$ cat src/hdl/dse_pkg.sv
// Package for the dose schedule evaluator: payload structs, constants and
// the command/status structs between controller and datapath. No dependencies.
package dse_pkg;

   localparam int MAX_SLOTS_DEF      = 16;
   localparam int MAX_CYCLE_DAYS_DEF = 30;
   localparam int SCAN_DAYS_DEF      = 61;

   localparam logic [31:0] SEC_PER_DAY   = 32'd86400;
   localparam logic [5:0]  SEC_PER_MIN   = 6'd60;
   localparam logic [2:0]  EPOCH_WEEKDAY = 3'd4;
   localparam logic [2:0]  WEEK_LEN      = 3'd7;

   localparam logic FUNC_WRITE = 1'b0;
   localparam logic FUNC_EVAL  = 1'b1;

   localparam logic [2:0] REG_MODE   = 3'd0;
   localparam logic [2:0] REG_WMASK  = 3'd1;
   localparam logic [2:0] REG_CYCLE  = 3'd2;
   localparam logic [2:0] REG_ANCHOR = 3'd3;
   localparam logic [2:0] REG_SLOTS  = 3'd4;
   localparam logic [2:0] REG_GRACE  = 3'd5;

   typedef struct packed {
      logic        func;
      logic [3:0]  slot_index;
      logic [10:0] slot_minute;
      logic [15:0] slot_amount;
      logic [15:0] local_day;
      logic [10:0] now_minute;
      logic [15:0] fired_bits;
      logic [15:0] skip_bits;
   } req_type;

   typedef struct packed {
      logic        day_active;
      logic        due_found;
      logic [3:0]  due_slot;
      logic [15:0] missed_bits;
      logic        next_found;
      logic [31:0] next_time;
      logic [15:0] next_amount;
      logic [19:0] today_total;
   } rsp_type;

   typedef struct packed {
      logic        schedule_mode;
      logic [6:0]  week_day_mask;
      logic [4:0]  cycle_days;
      logic [15:0] cycle_anchor_day;
      logic [4:0]  slots_in_use;
      logic [7:0]  grace_window;
   } cfg_type;

   // controller -> datapath
   typedef struct packed {
      logic load;      // capture request, reset accumulators
      logic day_start; // begin active test of current scan day
      logic mod_step;  // one restoring-division step of the phase
      logic day_eval;  // latch active flag of current scan day
      logic slot_step; // process current slot
      logic day_next;  // advance scan day
   } cmd_type;

   // datapath -> controller
   typedef struct packed {
      logic mod_done;
      logic day_ok;
      logic last_slot;
      logic hit;
      logic no_slots;
      logic last_day;
   } sts_type;

endpackage

$ cat src/hdl/dose_schedule_evaluator.sv
// Top level of the dose schedule evaluator: APB register file, controller
// and datapath. Depends on dse_pkg, dse_controller and dse_datapath.
//
// A write transaction (func 0) stores one dose slot and gives no result. An
// evaluate transaction (func 1) is accepted, then walks the scan days one at
// a time; each day has a setup state, 17 steps of the serial modulo unit for
// the every-N-days phase and a check that it has finished, a state to latch
// the day test, one slot step per active slot (one pass through the slot
// state when no slot is active) and an advance state, for up to SCAN_DAYS
// days, ending early when a dose is found or no slot is active. The result is
// held until taken; the next transaction is accepted after that. Registers
// sit at byte address 4*i: mode, weekday mask, cycle days, anchor day, slots
// in use, grace.
module dose_schedule_evaluator #(
   parameter int MAX_SLOTS = dse_pkg::MAX_SLOTS_DEF,
   parameter int SCAN_DAYS = dse_pkg::SCAN_DAYS_DEF
) (
   input  logic             clock,
   input  logic             reset,
   input  logic             req_valid,
   output logic             req_ready,
   input  dse_pkg::req_type req_data,
   output logic             rsp_valid,
   input  logic             rsp_ready,
   output dse_pkg::rsp_type rsp_data,
   input  logic             csr_psel,
   input  logic             csr_penable,
   input  logic             csr_pwrite,
   input  logic [4:0]       csr_paddr,
   input  logic [31:0]      csr_pwdata,
   output logic [31:0]      csr_prdata,
   output logic             csr_pready
);
   import dse_pkg::*;

   cfg_type cfg_ff, cfg_in;
   cmd_type cmd;
   sts_type sts;
   logic    wr_en;
   logic [2:0] reg_idx;

   assign csr_pready = 1'b1;
   assign reg_idx    = csr_paddr[4:2];

   // register write at the access phase
   always_comb begin
      cfg_in = cfg_ff;
      if (csr_psel && csr_penable && csr_pwrite) begin
         unique case (reg_idx)
            REG_MODE:   cfg_in.schedule_mode    = csr_pwdata[0];
            REG_WMASK:  cfg_in.week_day_mask    = csr_pwdata[6:0];
            REG_CYCLE:  cfg_in.cycle_days       = csr_pwdata[4:0];
            REG_ANCHOR: cfg_in.cycle_anchor_day = csr_pwdata[15:0];
            REG_SLOTS:  cfg_in.slots_in_use     = csr_pwdata[4:0];
            REG_GRACE:  cfg_in.grace_window     = csr_pwdata[7:0];
            default: ;
         endcase
      end
   end

   always_comb begin
      unique case (reg_idx)
         REG_MODE:   csr_prdata = {31'b0, cfg_ff.schedule_mode};
         REG_WMASK:  csr_prdata = {25'b0, cfg_ff.week_day_mask};
         REG_CYCLE:  csr_prdata = {27'b0, cfg_ff.cycle_days};
         REG_ANCHOR: csr_prdata = {16'b0, cfg_ff.cycle_anchor_day};
         REG_SLOTS:  csr_prdata = {27'b0, cfg_ff.slots_in_use};
         REG_GRACE:  csr_prdata = {24'b0, cfg_ff.grace_window};
         default:    csr_prdata = '0;
      endcase
   end

   always_ff @(posedge clock) begin
      if (reset) begin
         cfg_ff <= '{schedule_mode: 1'b0, week_day_mask: 7'd127, cycle_days: 5'd1,
                     cycle_anchor_day: 16'd0, slots_in_use: 5'd0, grace_window: 8'd30};
      end else begin
         cfg_ff <= cfg_in;
      end
   end

   dse_controller u_ctrl (
      .clock     (clock),
      .reset     (reset),
      .req_valid (req_valid),
      .req_ready (req_ready),
      .req_func  (req_data.func),
      .rsp_valid (rsp_valid),
      .rsp_ready (rsp_ready),
      .sts       (sts),
      .cmd       (cmd),
      .wr_en     (wr_en)
   );

   dse_datapath #(.MAX_SLOTS(MAX_SLOTS), .SCAN_DAYS(SCAN_DAYS)) u_dp (
      .clock  (clock),
      .reset  (reset),
      .cfg    (cfg_ff),
      .wr_en  (wr_en),
      .req    (req_data),
      .cmd    (cmd),
      .sts    (sts),
      .rsp    (rsp_data)
   );
endmodule

$ cat src/hdl/dse_datapath.sv
// Datapath of the dose schedule evaluator: slot table, day test with a
// serial modulo unit, slot walk, accumulators. Depends on dse_pkg.
module dse_datapath #(
   parameter int MAX_SLOTS = dse_pkg::MAX_SLOTS_DEF,
   parameter int SCAN_DAYS = dse_pkg::SCAN_DAYS_DEF
) (
   input  logic             clock,
   input  logic             reset,
   input  dse_pkg::cfg_type cfg,
   input  logic             wr_en,
   input  dse_pkg::req_type req,
   input  dse_pkg::cmd_type cmd,
   output dse_pkg::sts_type sts,
   output dse_pkg::rsp_type rsp
);
   import dse_pkg::*;

   localparam int SW = (MAX_SLOTS > 1) ? $clog2(MAX_SLOTS) : 1;
   localparam int OW = $clog2(SCAN_DAYS + 1);
   localparam int NW = $clog2(MAX_SLOTS + 1);

   logic [10:0] minutes_mem [MAX_SLOTS];
   logic [15:0] amounts_mem [MAX_SLOTS];

   logic [NW-1:0] n_act;
   assign n_act = (cfg.slots_in_use > 5'(MAX_SLOTS)) ? NW'(MAX_SLOTS)
                                                      : NW'(cfg.slots_in_use);

   always_ff @(posedge clock) begin
      if (wr_en && ({1'b0, req.slot_index} < 5'(MAX_SLOTS))) begin
         minutes_mem[req.slot_index[SW-1:0]] <= req.slot_minute;
         amounts_mem[req.slot_index[SW-1:0]] <= req.slot_amount;
      end
   end

   logic [10:0] now_ff;
   logic [15:0] fired_ff, pend_ff, pend_in, missed_ff, missed_in;
   logic [OW-1:0] off_ff, off_in;
   logic [SW-1:0] slot_ff, slot_in;
   logic [16:0] cur_day_ff, cur_day_in;
   logic [19:0] total_ff, total_in;
   logic due_found_ff, due_found_in, active0_ff, active0_in;
   logic [3:0] due_slot_ff, due_slot_in;
   logic day_ok_ff, day_ok_in;
   logic next_found_ff, next_found_in;
   logic [31:0] next_time_ff, next_time_in;
   logic [15:0] next_amount_ff, next_amount_in;
   // restoring division of |day-anchor| by cycle_days, one bit a step
   logic [16:0] rem_ff, rem_in;
   logic [16:0] quo_ff, quo_in;
   logic [4:0]  mcnt_ff, mcnt_in;
   // slot table read registered at the next slot address
   logic [10:0] m_rd_ff;
   logic [15:0] a_rd_ff;

   logic [10:0] m_cur;
   logic [15:0] a_cur;
   logic [11:0] end_min;
   logic [15:0] bit_cur;
   logic [16:0] day_gap;
   logic [16:0] trial;
   logic [2:0]  wd;
   logic [17:0] wsum;
   logic [5:0]  oct_sum1;
   logic [3:0]  oct_sum2;
   logic [3:0]  oct_sum3;
   logic        cand;

   always_comb begin
      m_cur   = m_rd_ff;
      a_cur   = a_rd_ff;
      end_min = {1'b0, m_cur} + {4'b0, cfg.grace_window};
      bit_cur = 16'(1) << slot_ff;
      day_gap = (cur_day_ff >= {1'b0, cfg.cycle_anchor_day})
              ? cur_day_ff - {1'b0, cfg.cycle_anchor_day}
              : {1'b0, cfg.cycle_anchor_day} - cur_day_ff;
      trial   = {rem_ff[15:0], quo_ff[16]};
      // weekday by folding octal digits, since 8 is 1 modulo 7
      wsum     = 18'(cur_day_ff) + 18'(EPOCH_WEEKDAY);
      oct_sum1 = {3'b0, wsum[2:0]} + {3'b0, wsum[5:3]} + {3'b0, wsum[8:6]}
               + {3'b0, wsum[11:9]} + {3'b0, wsum[14:12]} + {3'b0, wsum[17:15]};
      oct_sum2 = {1'b0, oct_sum1[2:0]} + {1'b0, oct_sum1[5:3]};
      oct_sum3 = {1'b0, oct_sum2[2:0]} + {3'b0, oct_sum2[3]};
      wd       = (oct_sum3 == 4'd7) ? 3'd0 : oct_sum3[2:0];
      cand    = !((off_ff == '0) && ((m_cur < now_ff) || ((fired_ff & bit_cur) != '0)));

      pend_in = pend_ff; missed_in = missed_ff; off_in = off_ff;
      slot_in = slot_ff; cur_day_in = cur_day_ff; total_in = total_ff;
      due_found_in = due_found_ff; due_slot_in = due_slot_ff; day_ok_in = day_ok_ff;
      next_found_in = next_found_ff; next_time_in = next_time_ff;
      next_amount_in = next_amount_ff; rem_in = rem_ff; quo_in = quo_ff;
      mcnt_in = mcnt_ff; active0_in = active0_ff;

      if (cmd.load) begin
         cur_day_in = {1'b0, req.local_day}; pend_in = req.skip_bits;
         missed_in = '0; off_in = '0; slot_in = '0; total_in = '0;
         due_found_in = 1'b0; due_slot_in = '0; next_found_in = 1'b0;
         next_time_in = '0; next_amount_in = '0;
      end
      if (cmd.day_start) begin
         rem_in = '0; quo_in = day_gap; mcnt_in = '0;
      end
      if (cmd.mod_step) begin
         if (trial >= {12'b0, cfg.cycle_days}) begin
            rem_in = trial - {12'b0, cfg.cycle_days};
            quo_in = {quo_ff[15:0], 1'b1};
         end else begin
            rem_in = trial;
            quo_in = {quo_ff[15:0], 1'b0};
         end
         mcnt_in = mcnt_ff + 5'd1;
      end
      if (cmd.day_eval) begin
         if (cfg.schedule_mode) day_ok_in = cfg.week_day_mask[wd];
         else if (cfg.cycle_days <= 5'd1) day_ok_in = 1'b1;
         else day_ok_in = (rem_ff == '0);
         if (off_ff == '0) active0_in = day_ok_in;
         slot_in = '0;
      end
      if (cmd.slot_step) begin
         if (off_ff == '0) begin
            if (!due_found_ff && !fired_ff[slot_ff] && (now_ff >= m_cur)
                && ({1'b0, now_ff} < end_min)) begin
               due_found_in = 1'b1; due_slot_in = 4'(slot_ff);
            end
            if ({1'b0, now_ff} >= end_min) missed_in = missed_ff | bit_cur;
            total_in = total_ff + 20'(a_cur);
         end
         if (day_ok_ff && !next_found_ff && cand) begin
            if ((pend_ff & bit_cur) != '0) pend_in = pend_ff & ~bit_cur;
            else begin
               next_found_in = 1'b1;
               next_amount_in = a_cur;
               next_time_in = 32'(cur_day_ff) * SEC_PER_DAY
                            + 32'(m_cur) * 32'(SEC_PER_MIN);
            end
         end
         slot_in = slot_ff + SW'(1);
      end
      if (cmd.day_next) begin
         cur_day_in = cur_day_ff + 17'd1; off_in = off_ff + OW'(1);
      end
   end

   always_ff @(posedge clock) begin
      if (reset) begin
         mcnt_ff <= '0;
      end else begin
         mcnt_ff <= mcnt_in;
      end
      pend_ff <= pend_in; missed_ff <= missed_in; off_ff <= off_in;
      slot_ff <= slot_in; cur_day_ff <= cur_day_in; total_ff <= total_in;
      due_found_ff <= due_found_in; due_slot_ff <= due_slot_in; day_ok_ff <= day_ok_in;
      next_found_ff <= next_found_in; next_time_ff <= next_time_in;
      next_amount_ff <= next_amount_in; rem_ff <= rem_in; quo_ff <= quo_in;
      active0_ff <= active0_in;
      m_rd_ff <= minutes_mem[slot_in];
      a_rd_ff <= amounts_mem[slot_in];
      if (cmd.load) begin
         now_ff <= req.now_minute; fired_ff <= req.fired_bits;
      end
   end

   // scan day is 17 bits wide: day plus offset may pass 65535
   assign sts.mod_done  = (mcnt_ff == 5'd17);
   assign sts.day_ok    = day_ok_ff;
   assign sts.last_slot = ({1'b0, slot_ff} == NW'(n_act - NW'(1))) || (n_act == '0);
   assign sts.hit       = next_found_ff;
   assign sts.no_slots  = (n_act == '0);
   assign sts.last_day  = (off_ff == OW'(SCAN_DAYS - 1));

   always_comb begin
      rsp.day_active  = active0_ff;
      rsp.due_found   = due_found_ff;
      rsp.due_slot    = due_slot_ff;
      rsp.missed_bits = missed_ff;
      rsp.next_found  = next_found_ff;
      rsp.next_time   = next_time_ff;
      rsp.next_amount = next_amount_ff;
      rsp.today_total = active0_ff ? total_ff : '0;
   end
endmodule

$ cat src/hdl/dse_controller.sv
// Controller of the dose schedule evaluator: sequences the day scan and the
// result handshake. Depends on dse_pkg.
module dse_controller (
   input  logic             clock,
   input  logic             reset,
   input  logic             req_valid,
   output logic             req_ready,
   input  logic             req_func,
   output logic             rsp_valid,
   input  logic             rsp_ready,
   input  dse_pkg::sts_type sts,
   output dse_pkg::cmd_type cmd,
   output logic             wr_en
);
   import dse_pkg::*;

   localparam logic [2:0] ST_IDLE  = 3'd0;
   localparam logic [2:0] ST_START = 3'd1;
   localparam logic [2:0] ST_MOD   = 3'd2;
   localparam logic [2:0] ST_EVAL  = 3'd3;
   localparam logic [2:0] ST_SLOT  = 3'd4;
   localparam logic [2:0] ST_NEXT  = 3'd5;
   localparam logic [2:0] ST_DONE  = 3'd6;

   logic [2:0] state_ff, state_in;
   logic       take;

   assign req_ready = (state_ff == ST_IDLE);
   assign rsp_valid = (state_ff == ST_DONE);
   assign take      = req_valid && req_ready;
   assign wr_en     = take && (req_func == FUNC_WRITE);

   always_comb begin
      state_in = state_ff;
      cmd      = '0;
      unique case (state_ff)
         ST_IDLE: begin
            if (take && req_func == FUNC_EVAL) begin
               cmd.load = 1'b1; state_in = ST_START;
            end
         end
         ST_START: begin
            cmd.day_start = 1'b1; state_in = ST_MOD;
         end
         ST_MOD: begin
            if (sts.mod_done) state_in = ST_EVAL;
            else cmd.mod_step = 1'b1;
         end
         ST_EVAL: begin
            cmd.day_eval = 1'b1; state_in = ST_SLOT;
         end
         ST_SLOT: begin
            // first day always walks all slots for due/missed/total
            if (!sts.no_slots) cmd.slot_step = 1'b1;
            if (sts.last_slot) state_in = ST_NEXT;
         end
         ST_NEXT: begin
            if (sts.no_slots || sts.hit || sts.last_day) state_in = ST_DONE;
            else begin
               cmd.day_next = 1'b1; state_in = ST_START;
            end
         end
         ST_DONE: begin
            if (rsp_ready) state_in = ST_IDLE;
         end
         default: state_in = ST_IDLE;
      endcase
   end

   always_ff @(posedge clock) begin
      if (reset) begin
         state_ff <= ST_IDLE;
      end else begin
         state_ff <= state_in;
      end
   end
endmodule

$ cat config.mk
export PLATFORM = sky130hd
export DESIGN_NAME = dose_schedule_evaluator
export DESIGN_NICKNAME = d
export VERILOG_FILES = /design/src/hdl/dse_pkg.sv /design/src/hdl/dose_schedule_evaluator.sv /design/src/hdl/dse_datapath.sv /design/src/hdl/dse_controller.sv
export SDC_FILE = /design/constraint.sdc
export NUM_CORES = 1
export LEC_CHECK = 0
export BUFFER_PORTS_ARGS = -buffer_cell sky130_fd_sc_hd__buf_2
export CAP_MARGIN = 10
export CORE_MARGIN = 2
export CORE_UTILIZATION = 40
export CTS_CLUSTER_DIAMETER = 100
export DETAILED_ROUTE_END_ITERATION = 10
export GPL_ROUTABILITY_DRIVEN = 0
export GPL_TIMING_DRIVEN = 0
export PLACE_DENSITY = 0.54
export SYNTH_ARGS = -nofsm -noshare
export SYNTH_HDL_FRONTEND = slang
export SYNTH_SLANG_ARGS = --single-unit
$ cat constraint.sdc
create_clock -name clock -period 17.9 [get_ports clock]
set_clock_uncertainty 0.1 [all_clocks]
set_input_delay 1.79 -clock clock [delete_from_list [all_inputs] [get_ports clock]]
set_output_delay 1.79 -clock clock [all_outputs]
set_load 0.02 [all_outputs]
Yosys cells after proc, flatten, opt, wreduce, memory -nomap -nowiden
Memories as Yosys holds them, arrays and structs flattened. A register that Yosys moved wholly into a read port is not among the register bits. Cells that the tools add are included.

Shift-type cells: 1. Multiplexer cells: 75. Bitwise gates (word level): 6. Equal/unequal tests: 19. Add/subtract/negate cells: 19. $mul: 2. Reductions and logical operators: 36. $lt $le $gt $ge: 10.

Operator list (number): 2-to-1 mux 16 bit (12); 2-to-1 mux 17 bit (8); 2-to-1 mux 32 bit (4); one-hot mux 16 bit (6 select lines) (1); 2-to-1 mux 20 bit (4); AND 16 bit (3); adder 32 x 17 -> 32 bit (1); nonzero test 16 bit (2); 2-to-1 mux 4 bit (7); multiplier 17 x 10 -> 25 bit, second input constant (1); 2-to-1 mux 1 bit (25); adder 6 x 3 -> 6 bit (4); one-hot mux 3 bit (7 select lines) (1); adder 20 x 16 -> 20 bit (1); adder 17 x 3 -> 18 bit, second input constant (1); 2-to-1 mux 3 bit (6); adder 17 x 1 -> 17 bit, second input constant (1); greater-or-equal comparator 17 x 16 -> 1 bit (1); greater-or-equal comparator 17 x 5 -> 1 bit (1); zero test 17 bit (1); subtractor 16 x 17 -> 17 bit (1); subtractor 17 x 16 -> 17 bit (1); subtractor 17 x 5 -> 17 bit (1); inverter 16 bit (1); other kinds (41) (79).

Bits in registers: 246. Bits of input ports: 135. Memories: 2. Logic and storage cells: 195. RAM bits: 432.

Memories: u_dp.amounts_mem (words 16, bits a word 16, read ports 1, clocked after memory_dff 1, write ports 1, line dse_datapath.sv:23) `logic [15:0] amounts_mem [MAX_SLOTS];`; u_dp.minutes_mem (words 16, bits a word 11, read ports 1, clocked after memory_dff 1, write ports 1, line dse_datapath.sv:22) `logic [10:0] minutes_mem [MAX_SLOTS];`.

Longest topological paths before layout
Gate-level depths: netlist of run 1.

Depth after elaboration: 13. Gate-level depth with buffers: 24. Mapped depth without buffers: 24.

Modules after synthesis
Synthesis of run 1 repeated with hierarchy kept, for this count alone.

Cells, all modules: 3482. Area, all modules: 37377.1 µm².

By module, submodules not included: dse_datapath (times used 1, cells each 3205, area each 34799.6 µm²); dose_schedule_evaluator (times used 1, cells each 239, area each 2272.2 µm²); dse_controller (times used 1, cells each 38, area each 305.3 µm²).

Worst setup path after synthesis of run 1
No wires, ideal clock.

Path type: register to register. From: reg u_dp.cur_day_ff[2]. To: reg u_dp.active0_ff, data pin. Setup time: 0.267 ns. Cell stages (with the launch flop): 21. Arrival time: 5.765 ns. Required time: 17.533 ns. Path slack: 11.769 ns. Cells stage by stage: edfxtp_1 ha_1 ha_1 fa_1 xnor2_1 xnor2_1 fa_1 fa_1 inv_1 fa_1 ha_1 a21o_1 a21oi_1 xor2_1 ha_1 a21o_1 a21o_1 ha_1 mux4_2 mux2i_1 a21oi_1.

Word-level cells in the longest chain between the ends: 13.

Ends and longest elaborated chain: start, declared (line dse_datapath.sv:40) `logic [16:0] cur_day_ff, cur_day_in;`; start signal, assigned (line dse_datapath.sv:152) `slot_ff <= slot_in; cur_day_ff <= cur_day_in; total_ff <= total_in;`; adder 17 x 3 -> 18 bit (*) (line dse_datapath.sv:79) `wsum = 18'(cur_day_ff) + 18'(EPOCH_WEEKDAY);`; adder 3 x 3 -> 4 bit (line dse_datapath.sv:80) `oct_sum1 = {3'b0, wsum[2:0]} + {3'b0, wsum[5:3]} + {3'b0, wsum[8:6]}`; adder 6 x 3 -> 6 bit (line dse_datapath.sv:80); adder 6 x 3 -> 6 bit (2 in a row) (line dse_datapath.sv:81) `+ {3'b0, wsum[11:9]} + {3'b0, wsum[14:12]} + {3'b0, wsum[17:15]};`; adder 6 x 3 -> 6 bit (*) (line dse_datapath.sv:81); adder 3 x 3 -> 4 bit (*) (line dse_datapath.sv:82) `oct_sum2 = {1'b0, oct_sum1[2:0]} + {1'b0, oct_sum1[5:3]};`; adder 3 x 1 -> 4 bit (*) (line dse_datapath.sv:83) `oct_sum3 = {1'b0, oct_sum2[2:0]} + {3'b0, oct_sum2[3]};`; == test 4 x 3 -> 1 bit (line dse_datapath.sv:84) `wd = (oct_sum3 == 4'd7) ? 3'd0 : oct_sum3[2:0];`; 2-to-1 mux 3 bit (*) (line dse_datapath.sv:84); binary-select mux 1 bit (select 3 bit) (*) (line dse_datapath.sv:114) `if (cfg.schedule_mode) day_ok_in = cfg.week_day_mask[wd];`; 2-to-1 mux 1 bit (implied by the code) (*) (line dse_datapath.sv:114); 2-to-1 mux 1 bit (*) (line dse_datapath.sv:114); end signal, assigned (line dse_datapath.sv:156) `active0_ff <= active0_in;`; end, declared (line dse_datapath.sv:42) `logic due_found_ff, due_found_in, active0_ff, active0_in;`.

Mark *: on every way between the ends. The rest lies on a longest branch, timed or not. The select of a mux whose other input is x is not followed. A chain may end at the register's enable or synchronous reset.

Worst setup path after layout of run 1
Ends and elaborated chain as after synthesis.

==> results of run 1 <==
Yosys cell counts (all sizes together), types with 7 or more instances:
| cell | count |
|---|---|
| a32o | 12 |
| dfxtp | 187 |
| edfxtp | 518 |
| a31oi | 38 |
| inv | 202 |
| or2 | 7 |
| a211o | 7 |
| or3 | 13 |
| o21ai | 128 |
| a21oi | 148 |
| mux2 | 26 |
| a211oi | 11 |
| a221o | 8 |
| nor2 | 158 |
| mux2i | 45 |
| nand4 | 19 |
| a311oi | 84 |
| buf | 58 |
| nor2b | 26 |
| clkbuf | 131 |
| fa | 69 |
| o22ai | 7 |
| a21o | 43 |
| xor2 | 35 |
| a22o | 25 |
| nor3 | 39 |
| mux4 | 7 |
| xnor2 | 105 |
| and3 | 79 |
| nand3 | 194 |
| nand2b | 22 |
| o31ai | 9 |
| o21bai | 14 |
| ha | 219 |
| o21a | 17 |
| o211ai | 11 |
| a221oi | 11 |
| nor4 | 13 |
| nand2 | 608 |
| and2 | 27 |
cell type report:
class                   count  area, sq um  share of cell area
inverters                 203          762              0.0177
clock buffers             104         2270              0.0527
repair buffers            250         1630              0.0378
diodes                     10         25.0            0.000582
multi-input cells        2367        16200               0.376
well taps                1186         1480              0.0345
flip-flops and latches    705        19300               0.449
clock inverters            48          578              0.0134
plain buffers             189          815              0.0189
state kept, by name, summed over array words and instances, names as in the netlist, 6 cells and up:
| name | flops |
|---|---|
| cfg_ff | 42 |
| u_dp.next_amount_ff | 16 |
| u_dp.amounts_mem | 256 |
| u_dp.minutes_mem | 176 |
| u_dp.total_ff | 20 |
| u_dp.fired_ff | 16 |
| u_dp.next_time_ff | 32 |
| u_dp.off_ff | 6 |
| u_dp.quo_ff | 17 |
| u_dp.m_cur | 11 |
| u_dp.a_cur | 16 |
| u_dp.pend_ff | 16 |
| u_dp.now_ff | 11 |
| u_dp.cur_day_ff | 17 |
| u_dp.rem_ff | 17 |
| u_dp.missed_ff | 16 |
tightest hold or removal path, cell delays in order (launching register included):
cell     delay [ns]
dfxtp_1        0.31
nand3_1        0.06
o21ai_1        0.05
path summary, 6_finish.rpt:
kind	start	to
min	u_dp.next_time_ff[31]	u_dp.next_time_ff[31]
min reg2reg	u_dp.next_time_ff[31]	u_dp.next_time_ff[31]
max	u_dp.cur_day_ff[2]	u_dp.active0_ff
max reg2reg	u_dp.cur_day_ff[2]	u_dp.active0_ff
per-stage QoR:
step	util	hold slack [ns]	instance area [sq um]
after global routing	0.470	0.384	43000
final	0.470	0.361	43000
after global placement	0.432	0.341	39500
after floorplan	-	0.336	36900
after detailed placement	0.439	0.352	40100
after CTS	0.470	0.364	43000
report_power, final:
| group | switching, mW | internal (mW) | leakage, nW |
|---|---|---|---|
| Clock | 0.708 | 1.05 | 1.41 |
| Sequential | 0.0678 | 1.87 | 6.22 |
| Combinational | 1.47 | 1.06 | 9.26 |
kinds of logic after synthesis:
logic type | synth area share
compound gates | 0.114
xor+xnor | 0.0333
fa+ha+maj | 0.112
buf+inv | 0.0427
flops | 0.524
mux | 0.0244
other cells | 0.000204
simple gates | 0.150
per-layer routing:
layer	up-vias	track usage	share of wire
met5	-	0	0.00036
met4	6	0.0896	0.036
met3	217	0.0353	0.051
met2	680	0.410	0.50
met1	13237	0.278	0.41
li1	13074	-	-
==> flow_metrics.env, run 1 <==
export IMPL_fmax_mhz=145
export IMPL_drv_slew=0
export IMPL_placementRows=111
export IMPL_core_sq_um=91500
export IMPL_drc=0
export IMPL_vias=27214
export IMPL_cts_sinks=705
export IMPL_htreeDepth=3
export IMPL_avgSynthCellArea_sq_um=10.7
export IMPL_worstPathMaxFanout=9
export IMPL_p_per_area_nw_per_um2=145
export IMPL_setup_viol=0
export IMPL_clk_insertion_delay_late_ns=0.66
export IMPL_grt_max_degree=35
export IMPL_clockBufferDepth=3
export IMPL_dieHeight_um=308
export IMPL_critPathSlowestCell="edfxtp_1"
export IMPL_hold_viol_final=0
export IMPL_cts_resized=0
export IMPL_synthCells=3449
export IMPL_finalNonFillerCells=5062
export IMPL_yosysTopAreaCell="edfxtp_1"
export IMPL_timing_final_ws_setup_ns=11.01
export IMPL_ios=261
export IMPL_fin_crit_ns=6.89
export IMPL_grt_setup_unrepaired="false"
export IMPL_post_cts_buffers=0
export IMPL_synth_edf_count=518
export IMPL_synthesis_area_sq_um=36900
export IMPL_drtPass1Iterations=6
export IMPL_nets=4221
export IMPL_hold_class="reg2reg"
export IMPL_async_flop_share=0
export IMPL_yosysSeqAreaShare=0.524
export IMPL_wirelength_um=110000
export IMPL_setup_tns_final_ns=0
export IMPL_relSlewSlack=0.209
export IMPL_ctsHoldBuffers=0
export IMPL_drive_above_1_share=0.131
export IMPL_via_per_inst=5.38
export IMPL_ctsRootBufferMaster="clkbuf_16"
export IMPL_worst_path_buf_inv=1
export IMPL_cp_start_kind="flip-flop"
export IMPL_worstPathArrival_ns=7.15
export IMPL_grt_pass1_vias=27019
export IMPL_ys_top_cells_by_area="edfxtp_1, dfxtp_1, ha_1"
export IMPL_final_common_cell="nand2_1"
export IMPL_synth_ff_type="edfxtp_1"
export IMPL_synthToLayoutAreaGrowth_pct=16.7
export IMPL_numCtsBuffers=82
export IMPL_clk_pin_slew_ns=0.06
export IMPL_min_path_cells=2
export IMPL_place_inst=4899
export IMPL_critical_path_class="reg2reg"
export IMPL_power_leakage_nw=16.9
export IMPL_fp_dieArea_sq_um=94600
export IMPL_cp_required_ns=18.16
export IMPL_wl_per_cell_um=21.6
export IMPL_grt_overflow_total=0
export IMPL_ys_types=83
export IMPL_cap_violations=0
export IMPL_path_depth=20
export IMPL_dpl_hpwl_um=82200
export IMPL_worst_pin_slew_ns=1.18
export IMPL_worstPathCellList="ha_1 > ha_1 > fa_1 > xnor2_1 > xnor2_1 > fa_1 > fa_1 > inv_1 > fa_1 > ha_1 > a21o_1 > a21oi_1 > xor2_1 > ha_1 > a21o_1 > a21o_1 > ha_1 > mux4_2 > mux2i_1 > a21oi_1"
export IMPL_antenna_found_initial=14
export IMPL_finalPower_mw=6.23
export IMPL_fillers=8570
export IMPL_status="finished, final reports clean"
export IMPL_synth_top_cell_area_share=0.422
export IMPL_initial_utilization=0.403
export IMPL_io_buffers=223
export IMPL_cts_tree="built"
export IMPL_path_delay_family="adder cells"
export IMPL_cpPeakStageDelay_ns=0.63
export IMPL_post_route_period_util=0.385
export IMPL_track_usage=0.230
export IMPL_dp_slack_ns=10.98
export IMPL_endpoint_kind="flip-flop"
export IMPL_final_cell_mix="nand2_1, edfxtp_1, buf_2"
export IMPL_synth_seq_cells=705
export IMPL_drt_initial_drc_count=1788
export IMPL_grt_pass1_wl_um=164000
export IMPL_cpMostUsedCell="ha_1"
export IMPL_fp_dieW_um=308
export IMPL_vdd_ir_drop_max_mv=0.157
export IMPL_antenna_left=0
export IMPL_r2r_cells=20
export IMPL_yosysWarnings=0
export IMPL_r2r_slack_ns=11.01
Note: power is estimated with default switching activity, not from simulation.
==> run 2: changes to the inputs <==
PLACE_DENSITY = 0.56   (was 0.54)
clock period = 5.8 ns   (was 17.9 ns; I/O delays follow)
==> flow_metrics.env, run 2 (same netlist as run 1, synthesis figures left out) <==
export IMPL_power_leakage_nw=17.0
export IMPL_finalNonFillerCells=5093
export IMPL_place_inst=4899
export IMPL_initial_utilization=0.403
export IMPL_ctsRootBufferMaster="clkbuf_16"
export IMPL_worst_pin_slew_ns=1.28
export IMPL_clk_pin_slew_ns=0.06
export IMPL_fin_crit_ns=6.10
export IMPL_core_sq_um=91500
export IMPL_post_route_period_util=1.05
export IMPL_timing_final_ws_setup_ns=-0.295
export IMPL_worstPathMaxFanout=2
export IMPL_final_cell_mix="nand2_1, edfxtp_1, buf_2"
export IMPL_dpl_hpwl_um=81000
export IMPL_stdcell_area_sq_um=43400
export IMPL_placementRows=111
export IMPL_cts_tree="built"
export IMPL_dieHeight_um=308
export IMPL_track_usage=0.227
export IMPL_io_buffers=223
export IMPL_grt_overflow_total=0
export IMPL_fmax_mhz=164
export IMPL_cp_start_kind="flip-flop"
export IMPL_hold_class="in2reg"
export IMPL_setup_viol=3
export IMPL_critPathSlowestCell="mux4_2"
export IMPL_cpPeakStageDelay_ns=0.54
export IMPL_vias=27547
export IMPL_fp_dieW_um=308
export IMPL_antenna_found_initial=11
export IMPL_clockBufferDepth=3
export IMPL_via_per_inst=5.41
export IMPL_numCtsBuffers=81
export IMPL_grt_max_degree=36
export IMPL_cp_required_ns=6.08
export IMPL_synthToLayoutAreaGrowth_pct=17.7
export IMPL_drtPass1Iterations=7
export IMPL_drt_initial_drc_count=2061
export IMPL_cts_sinks=705
export IMPL_drive_above_1_share=0.141
export IMPL_p_per_area_nw_per_um2=458
export IMPL_drv_slew=0
export IMPL_drc=0
export IMPL_grt_pass1_wl_um=163000
export IMPL_wl_per_cell_um=21.5
export IMPL_dp_slack_ns=-0.906
export IMPL_post_route_util=0.474
export IMPL_cap_violations=0
export IMPL_antenna_left=0
export IMPL_final_common_cell="nand2_1"
export IMPL_nets=4259
export IMPL_worstPathArrival_ns=6.37
export IMPL_grt_setup_unrepaired="true"
export IMPL_violations="setup timing"
export IMPL_worstPathCellList="buf_6 > ha_4 > ha_4 > fa_2 > xnor2_2 > xnor2_2 > fa_1 > fa_1 > inv_1 > fa_1 > ha_1 > a21o_1 > a21oi_2 > xor2_1 > ha_1 > a21o_1 > a21o_1 > ha_4 > mux4_2 > mux2i_4 > a21oi_2"
export IMPL_vdd_ir_drop_max_mv=0.499
export IMPL_placed_area_sq_um=40200
export IMPL_wirelength_um=109000
export IMPL_clk_insertion_delay_late_ns=0.66
export IMPL_ios=261
export IMPL_status="finished, violations left"
export IMPL_hold_viol_final=0
export IMPL_largest_reg_flops=256
export IMPL_critical_path_class="reg2reg"
export IMPL_endpoint_kind="flip-flop"
export IMPL_fp_dieArea_sq_um=94600
export IMPL_htreeDepth=3
export IMPL_relSlewSlack=0.139
export IMPL_grt_pass1_vias=26576
==> run 2: layer usage <==
metal,track usage,vias to the layer above,part of all wire
li1,-,13133,-
met1,0.282,13408,0.41
met2,0.402,811,0.50
met3,0.0331,189,0.055
met4,0.0807,6,0.034
met5,0,-,0.00028
==> run 2: final timing paths <==
| check | from | to | slack, ns | cells past startpoint |
|---|---|---|---|---|
| worst max-delay path | u_dp.cur_day_ff[3] | u_dp.day_ok_ff | -0.30 | 21 |
| worst min-delay path | req_data[16] | u_dp.fired_ff[0] | 0.03 | 1 |
| worst max register to register | u_dp.cur_day_ff[3] | u_dp.day_ok_ff | -0.30 | 21 |
| worst min register to register | u_dp.a_cur[14] | u_dp.next_amount_ff[14] | 0.36 | 2 |
==> run 2: area by class of cell <==
class	instances	area, sq um
clock buffers	109	2210
diodes	5	12.5
repair buffers	293	2010
clock inverters	40	392
well taps	1186	1480
flip-flops and latches	705	19300
fillers	8459	48100
plain buffers	185	800
inverters	203	762
multi-input cells	2367	16400
==> run 2: through the flow <==
stage	power (mW)	setup TNS [ns]	hold slack, ns
floorplan	12.2	0	0.336
CTS	19.8	-0.836	0.00160
detailed placement	14.1	-4.65	0.349
global placement	13.9	-32.52	0.343
finish	19.9	-0.648	0.0295
global route	21.2	-2.10	0.0107
==> run 2: where the power goes <==
part	internal (mW)	total, mW	switching [mW]
combinational	3.93	8.87	4.94
sequential	5.78	5.98	0.196
clock	2.89	5.01	2.13
total	12.6	19.9	7.26
==> run 2: worst max-delay path: cells and delay by family, from the launching register on <==
family	cells	cell delay [ns]
AOI/OAI and AO/OA	5	0.74
xor gates and xnor gates	3	0.51
adders and majority gates	9	3.11
buffers and inverters	2	0.20
DFF	1	0.41
muxes	2	0.73
==> run 2: what timing repair did <==
item,4_1_cts,5_1_grt
hold buffers,17,0
hold endpoints to repair,17,0
setup endpoints to repair,11,9
gates resized for setup,40,9
pin swaps,7,10
setup buffers,23,4
